<file path="src/sv/tea_pkg.sv">
package tea_pkg;

  localparam int unsigned ROUNDS = 32;
  localparam int unsigned STAGES = 2 * ROUNDS;
  localparam int unsigned WORD_W = 32;
  localparam int unsigned KEY_INDEX_W = 2;

  localparam logic [WORD_W-1:0] TEA_DELTA = 32'h9e37_79b9;

  localparam logic [KEY_INDEX_W-1:0] KEY_WORD_ZERO  = 2'd0;
  localparam logic [KEY_INDEX_W-1:0] KEY_WORD_ONE   = 2'd1;
  localparam logic [KEY_INDEX_W-1:0] KEY_WORD_TWO   = 2'd2;
  localparam logic [KEY_INDEX_W-1:0] KEY_WORD_THREE = 2'd3;

  typedef enum logic {
    OP_ENCRYPT = 1'b0,
    OP_DECRYPT = 1'b1
  } tea_op_t;

  typedef struct packed {
    tea_op_t           opcode;
    logic [WORD_W-1:0] block_left;
    logic [WORD_W-1:0] block_right;
  } tea_request_t;

  typedef struct packed {
    logic [WORD_W-1:0] result_left;
    logic [WORD_W-1:0] result_right;
  } tea_result_t;

  typedef struct packed {
    logic [WORD_W-1:0] k0;
    logic [WORD_W-1:0] k1;
    logic [WORD_W-1:0] k2;
    logic [WORD_W-1:0] k3;
  } tea_key_t;

  function automatic logic [WORD_W-1:0] round_sum(input int unsigned n);
    logic [63:0] prod;
    prod = 64'(n) * 64'(TEA_DELTA);
    return prod[WORD_W-1:0];
  endfunction

endpackage

</file>
<file path="src/sv/tea_key_regs.sv">
module tea_key_regs (
  input  logic                                  clk,
  input  logic                                  rst,
  input  logic                                  cfg_write,
  input  logic [tea_pkg::KEY_INDEX_W-1:0]       cfg_index,
  input  logic [tea_pkg::WORD_W-1:0]            cfg_data,
  output tea_pkg::tea_key_t                     key
);

  always_ff @(posedge clk) begin
    if (rst) begin
      key <= '0;
    end else if (cfg_write) begin
      case (cfg_index)
        tea_pkg::KEY_WORD_ZERO:  key.k0 <= cfg_data;
        tea_pkg::KEY_WORD_ONE:   key.k1 <= cfg_data;
        tea_pkg::KEY_WORD_TWO:   key.k2 <= cfg_data;
        tea_pkg::KEY_WORD_THREE: key.k3 <= cfg_data;
        default: ;
      endcase
    end
  end

endmodule

</file>
<file path="config.mk">
export PLATFORM = sky130hd
export DESIGN_NAME = tea_key_regs
export DESIGN_NICKNAME = d
export VERILOG_FILES = /design/src/sv/tea_pkg.sv /design/src/sv/tea_key_regs.sv
export SDC_FILE = /design/constraint.sdc
export NUM_CORES = 1
export LEC_CHECK = 0
export BUFFER_PORTS_ARGS = -buffer_cell sky130_fd_sc_hd__buf_4
export CAP_MARGIN = 10
export CORE_ASPECT_RATIO = 0.9
export CORE_MARGIN = 1.5
export CORE_UTILIZATION = 45
export CTS_CLUSTER_SIZE = 12
export DETAILED_ROUTE_END_ITERATION = 10
export PLACE_DENSITY = 0.86
export SYNTH_ARGS = -nofsm -noshare
export SYNTH_HDL_FRONTEND = slang
export SYNTH_SLANG_ARGS = --single-unit
</file>
<file path="constraint.sdc">
create_clock -name clk -period 0.8 [get_ports clk]
set_input_delay 0 -clock clk [delete_from_list [all_inputs] [get_ports clk]]
set_output_delay 0 -clock clk [all_outputs]
set_load 0.02 [all_outputs]
</file>
== Yosys cells after proc, flatten, opt, wreduce, memory -nomap -nowiden ==
Index checks and enable logic that the tools add are counted.
Word-level totals
  flip-flop bits (word level): 128
  word-level logic and storage cells: 12
  input bits: 37
  output and inout bits: 128
Cells by class
  reduce and logical (&&, ||, !) cells: 5
  eq/ne operators: 3
Operators with widths (number)
  $reduce_and A2 Y1: 4
  $eq A2 B2 Y1 const B: 2
  $eq A2 B1 Y1 const B: 1
  $logic_not A2 Y1: 1

== Longest topological paths before layout ==
Gate-level depths: netlist of run 1.
  word-level depth: 2
  mapped depth: 4
  mapped depth without buffers: 2

== Worst setup path before layout of run 1 ==
Ideal clock, no wire load.
  path type: input-to-reg
  start point: input cfg_index[1] in the netlist's numbering
  end point: register key[119] in the netlist's numbering
  arrival time: 0.629 ns
  required time: 0.679 ns
  slack: 0.050 ns
  path buffers: 1
  setup time: 0.121 ns
  cell stages on the path: 3
  cells stage by stage: or3b_1 > buf_6 > mux2i_1
On the way
  word-level cells in the longest chain between the ends: 2
RTL lines
  from (decl): line tea_key_regs.sv:5  | input logic [tea_pkg::KEY_INDEX_W-1:0] cfg_index,
  $logic_not A2 Y1: line tea_key_regs.sv:14  | case (cfg_index)
  $reduce_and A2 Y1 (no line)
  to (decl): line tea_key_regs.sv:7  | output tea_pkg::tea_key_t key
No other way between the ends.
A chain may end at the register's enable or synchronous reset.

== Worst setup path after layout of run 1 ==
  start point: register key[35] in the netlist's numbering
  end point: output key[35] in the netlist's numbering
No word-level cell between the ends.

==> metrics.yaml, run 1 <==
final_layout:
  antenna_cells: 0
  layout-drive-gt1-share_pct: 56.8
  fillers: 607
  largest_register: "key"
  nNetsFinal: 770
  syn2layout_area_growth_pct: 72.8
  top_regs: "key x128"
  largest_register_ffs: 128
  final_cells: 898
  design_area_um2: 8750
timing:
  rsz0062_at_grt: "true"
  slew_headroom_pct: 63.2
  min_period_ns: 0.871
  max_clock_freq_mhz: 1150
  skew_ns: 0
  worst_pin_slew_ns: 0.552
  slew_viol_final: 0
  hold_viol: 0
  period_share_pct: 109
  whs_ns: 0.117
  setup_slack_ns: -0.0707
  setup_viol: 134
global_route:
  overflow: 0
  grt_pass1_vias: 4586
  grt_antenna_before_repair: 0
  grt_pass1_wl_mm: 22.9
  track_usage_pct: 24.6
  grt_max_degree: 64
synth:
  synth_seq_cells: 128
  synth.distinct_cells: 12
  yosysTopAreaCellShare_pct: 50.6
  ys_top_cells_by_area: "dfxtp_1, mux2i_1, nand2b_1"
  synth_edf_count: 0
  ys_top_cells_by_count: "nand2b_1, dfxtp_1, mux2i_1"
  synthArstFlopShare_pct: 0
  synth_fp_nets: 491
  postSynthAreaPerCell_um2: 11.2
  synth_ff_type: "dfxtp_1"
  yosysSeqAreaShare_pct: 50.6
  synth_area_leader_cell: "dfxtp_1"
  netlist_area_um2: 5060
  yosysWarnings: 0
  post-synth-top-count-cell: "nand2b_1"
  netlist_instances: 454
placed_design:
  preCtsSetupSlack_ns: -0.210
  place_hpwl_mm: 8.16
  portBuffers: 164
  place.gp.congestion: 0.768
  placed_area_um2: 6540
  dp.cells: 754
cts:
  cts.sinks: 128
  insertion_delay_ns: 0.39
  htree_levels: 4
  cts_max_path_buffers: 2
  root_buffer: "clkbuf_16"
  path_clk_slew_ns: 0.06
  cts_tree: "done"
  numCtsBuffers: 17
setup_path:
  r2r_slack_ns: -0.03
  cp.required_ns: 0.80
  startpoint_type: "flop"
  cp.arrival_ns: 0.87
  path_buf_inv: 1
  worstSetupEndpoint: "key[35]"
  path_cells: "buf_6"
  cp_top_family: "flip-flops"
  reg2reg_depth: 4
  r2r_start: "key[85]"
  path_class: "reg -> out"
  r2r-end: "key[85]"
  crit_slowest_cell: "dfxtp_2"
  setup.worst_path.start: "key[35]"
  path_depth: 1
  cp_max_fo: 2
  worstSetupEndpointType: "output pin"
  max_stage_delay_ns: 0.35
pwr:
  p_comb_share_pct: 13.4
  internal_power_mw: 12.1
  p_switching_mw: 3.99
  power.share.clock_pct: 44.2
  powerDensity_nw_per_um2: 1840
  max-vdd-ir-drop_mv: 1.24
  swShare_pct: 24.7
  total_power_mw: 16.1
  cellLeakagePower_nw: 4.26
  pwr-share-seq_pct: 42.3
die:
  die_area_um2: 11900
  ios: 165
  die_y_um: 104
  initial_utilization_pct: 46.5
  placementRows: 36
  core_region_area_um2: 10900
  dieWidth_um: 115
routing:
  viasPerCell: 4.78
  ant_nets: 0
  drt-met1-wl_mm: 5.95
  dr.first_iter.drc_count: 154
  wl_per_cell_um: 17.1
  highest_layer: "met4"
  route.met2.wl_mm: 8.35
  post-route-drc-count: 0
  num_vias: 4291
  drtPass1Iterations: 4
  wl_met3_um: 776
  routed_wl_mm: 15.4
run_status:
  status: "finished with violations"
  violations: "setup timing"
flow_run:
  maxCapViolCount: 0
hold_path:
  hold_path.class: "in -> reg"
==> kinds of logic after synthesis <==
| group | synth area share [%] |
|---|---|
| flops | 50.6 |
| buf+inv | 3.43 |
| mux | 25.3 |
| simple gates | 20.7 |
==> routing by layer <==
layer,vias to the layer above,track usage (%)
met3,27,6.26
met2,129,45.9
li1,2052,-
met4,0,8.99
met5,-,0
met1,2083,26.4
==> area by class of cell <==
class | instances | area (um^2) | share of cell area [%]
clock buffer | 19 | 433 | 4.95
clock inverter | 13 | 116 | 1.33
multi-input combinational | 294 | 2370 | 27.1
sequential | 128 | 2720 | 31.1
tap | 152 | 190 | 2.17
timing repair buffer | 292 | 2920 | 33.3
==> power by group through the flow <==
stage               registers (mW)  logic (mW)  clock network, mW
finish                        6.83        2.17               7.14
global route                  6.85        2.29               7.52
detailed placement            6.87        1.63                  0
floorplan                     7.13       0.651                  0
global placement              6.86        1.60                  0
CTS                           6.82        1.99               7.18
==> worst min path at each step <==
stage,from,depth (start not counted),end,slack [ns]
2_1_floorplan,cfg_data[0],2,key[32],0.22
3_3_place_gp,cfg_data[6],3,key[38],0.33
3_5_place_dp,cfg_data[0],3,key[0],0.34
4_1_cts,cfg_index[1],4,key[124],0.09
5_1_grt,cfg_index[1],4,key[105],0.12
6_report,cfg_index[1],4,key[97],0.12
==> tightest hold or removal path, cell delays in order <==
cell and delay (ns):
buf_4 0.11, nor3b_2 0.05, buf_12 0.17, mux2i_1 0.13
==> layout by cell type, fill, tap and decap left out <==
cell	n
buf_6	144
bufinv_16	1
clkinv_4	4
clkinv_2	4
dfxtp_2	128
clkinvlp_4	3
inv_6	1
clkbuf_1	2
buf_12	8
nand3b_1	2
or3b_1	1
nor3b_2	1
nand2b_1	155
mux2i_1	128
nand2b_4	5
clkbuf_16	17
buf_4	107
nand3_2	1
and3b_1	1
dlygate4sd3_1	33
==> through the flow <==
step / setup TNS (ns) / util (%)
2_1_floorplan: 0 / -
3_5_place_dp: -13.70 / 60.0
6_report: -6.43 / 80.3
3_3_place_gp: -9.17 / 60.0
4_1_cts: -7.87 / 76.4
5_1_grt: -10.67 / 80.3
==> what timing repair did <==
action,CTS,global route
buffers inserted,35,44
hold endpoints to repair,121,0
endpoints found under the setup margin,128,128
gates resized for setup,256,21
hold buffers,33,0
Power figures use the tool's default switching activity.
==> run 2, diff against run 1 <==
Settings changed: BUFFER_PORTS_ARGS -buffer_cell sky130_fd_sc_hd__buf_4 to -buffer_cell sky130_fd_sc_hd__buf_2.
==> metrics.yaml, run 2 (same netlist as run 1, synthesis figures left out) <==
hold_path:
  holdPathStages: 4  # unchanged
  min_to: "key[119]"  # was key[97]
  min-delay-start: "cfg_index[1]"  # unchanged
  hold_path.class: "in -> reg"  # unchanged
setup_path:
  crit_slowest_cell: "dfxtp_2"  # unchanged
  path_buf_inv: 1  # unchanged
  cp_max_fo: 2  # unchanged
  r2r_slack_ns: -0.05  # was -0.03 ns
  reg2reg_depth: 3  # was 4
  cp_top_family: "flip-flops"  # unchanged
  worstSetupEndpointType: "output pin"  # unchanged
  max_stage_delay_ns: 0.36  # was 0.35 ns
  cp.required_ns: 0.80  # about the same
  r2r_start: "key[35]"  # was key[85]
  cp.arrival_ns: 0.88  # was 0.87 ns
  r2r-end: "key[35]"  # was key[85]
  path_cells: "buf_6"  # unchanged
  startpoint_type: "flop"  # unchanged
  path_class: "reg -> out"  # unchanged
global_route:
  overflow: 0  # unchanged
  grtUsageMet1_pct: 26.0  # was 26.4%
  grt-busiest-layer: "met2"  # unchanged
  grt_pass1_vias: 4611  # was 4586
  track_usage_pct: 25.2  # was 24.6%
  grt_antenna_before_repair: 0  # unchanged
  grt_pass1_wl_mm: 23.2  # was 22.9 mm
  grt_max_degree: 79  # was 64
  use_met3_pct: 7.49  # was 6.26%
  use_met2_pct: 46.4  # was 45.9%
final_layout:
  final_common_cell: "nand2b_1"  # unchanged
  final_cells: 901  # was 898
  largest_register: "key"  # unchanged
  register_area_um2: 2720  # unchanged
  syn2layout_area_growth_pct: 73.8  # was 72.8%
  fillers: 591  # was 607
  layout-drive-gt1-share_pct: 57.4  # was 56.8%
  nNetsFinal: 774  # was 770
  final_cell_mix: "nand2b_1, buf_6, mux2i_1, dfxtp_2, buf_4"  # unchanged
  largest_register_ffs: 128  # unchanged
  multiInputGateArea_um2: 2380  # was 2370 um^2
  design_area_um2: 8800  # was 8750 um^2
  top_regs: "key x128"  # unchanged
  antenna_cells: 0  # unchanged
routing:
  drtPass1Iterations: 4  # unchanged
  wl_per_cell_um: 18.1  # was 17.1 um
  ant_nets: 0  # unchanged
  num_vias: 4347  # was 4291
  routed_wl_mm: 16.3  # was 15.4 mm
  viasPerCell: 4.82  # was 4.78
  post-route-drc-count: 0  # unchanged
  dr.first_iter.drc_count: 128  # was 154
timing:
  slew_headroom_pct: 64.5  # was 63.2%
  max_clock_freq_mhz: 1130  # was 1150 MHz
  hold_viol: 0  # unchanged
  period_share_pct: 111  # was 109%
  setup_slack_ns: -0.0849  # was -0.0707 ns
  setup_tns_ns: -6.86  # was -6.43 ns
  skew_ns: 0  # unchanged
  worst_pin_slew_ns: 0.532  # was 0.552 ns
  min_period_ns: 0.885  # was 0.871 ns
  rsz0062_at_grt: "true"  # unchanged
  slew_viol_final: 0  # unchanged
  setup_viol: 136  # was 134
cts:
  cts.sinks: 128  # unchanged
  path_clk_slew_ns: 0.06  # about the same
  numCtsBuffers: 17  # unchanged
  cts_max_path_buffers: 2  # unchanged
  insertion_delay_ns: 0.40  # was 0.39 ns
  htree_levels: 4  # unchanged
  root_buffer: "clkbuf_16"  # unchanged
  cts_tree: "done"  # unchanged
die:
  core_region_area_um2: 10900  # unchanged
  die_y_um: 104  # unchanged
  die_area_um2: 11900  # unchanged
  placementRows: 36  # unchanged
  dieWidth_um: 115  # unchanged
  ios: 165  # unchanged
  initial_utilization_pct: 46.5  # unchanged
placed_design:
  place.gp.congestion: 0.757  # was 0.768
  place_hpwl_mm: 8.24  # was 8.16 mm
  placed_area_um2: 6160  # was 6540 um^2
  portBuffers: 164  # unchanged
  dp.cells: 758  # was 754
run_status:
  violations: "setup timing"  # unchanged
  status: "finished with violations"  # unchanged
pwr:
  cellLeakagePower_nw: 4.30  # was 4.26 nW
  power.share.clock_pct: 48.7  # was 44.2%
  pwr-share-seq_pct: 39.0  # was 42.3%
  powerDensity_nw_per_um2: 1990  # was 1840 nW/um^2
  p_switching_mw: 4.04  # was 3.99 mW
  total_power_mw: 17.5  # was 16.1 mW
  max-vdd-ir-drop_mv: 1.43  # was 1.24 mV
  p_comb_share_pct: 12.3  # was 13.4%
  swShare_pct: 23.1  # was 24.7%
  internal_power_mw: 13.5  # was 12.1 mW
flow_run:
  maxCapViolCount: 0  # unchanged
[run 2: cell type report]
type / instances / area share [%]
flip-flops and latches: 128 / 30.9
well taps: 152 / 2.16
clock buffers: 19 / 5.03
repair buffers: 296 / 32.4
clock inverters: 12 / 2.36
multi-input cells: 294 / 27.1
[run 2: how the worst max path moves through the flow]
stage,startpoint,endpoint,slack [ns],cells past startpoint
3_3_place_gp,cfg_index[1],key[87],-0.13,3
4_1_cts,key[87],key[87],-0.08,1
5_1_grt,key[106],key[106],-0.11,1
2_1_floorplan,cfg_index[1],key[119],0.05,3
3_5_place_dp,cfg_index[1],key[92],-0.22,3
6_report,key[106],key[106],-0.08,1
[run 2: metrics by stage]
step / utilization [%] / setup WS, ns / hold WS [ns]
global route: 80.7 / -0.112 / 0.150
floorplan: - / 0.0499 / 0.221
CTS: 76.7 / -0.0834 / 0.112
global placement: 56.5 / -0.132 / 0.329
detailed placement: 56.5 / -0.222 / 0.344
finish: 80.7 / -0.0849 / 0.128
[run 2: power groups by stage]
stage	clock network [mW]	logic [mW]	registers (mW)
3_3_place_gp	0	1.44	6.85
2_1_floorplan	0	0.651	7.13
5_1_grt	8.90	2.26	6.85
4_1_cts	8.54	1.95	6.82
3_5_place_dp	0	1.48	6.86
6_report	8.52	2.15	6.83
[run 2: timing repair]
item / in CTS / in global routing
setup buffers: 35 / 45
hold buffers: 32 / 0
resized for setup: 384 / 22
hold endpoints to repair: 124 / 0
gates cloned: 0 / 0
endpoints found under the setup margin: 128 / 129
[run 2: per-layer routing]
metal | vias up | share of wire (%)
met5 | - | 0
met4 | 0 | 3.4
met3 | 45 | 5.4
met2 | 159 | 53
met1 | 2083 | 38
li1 | 2060 | -
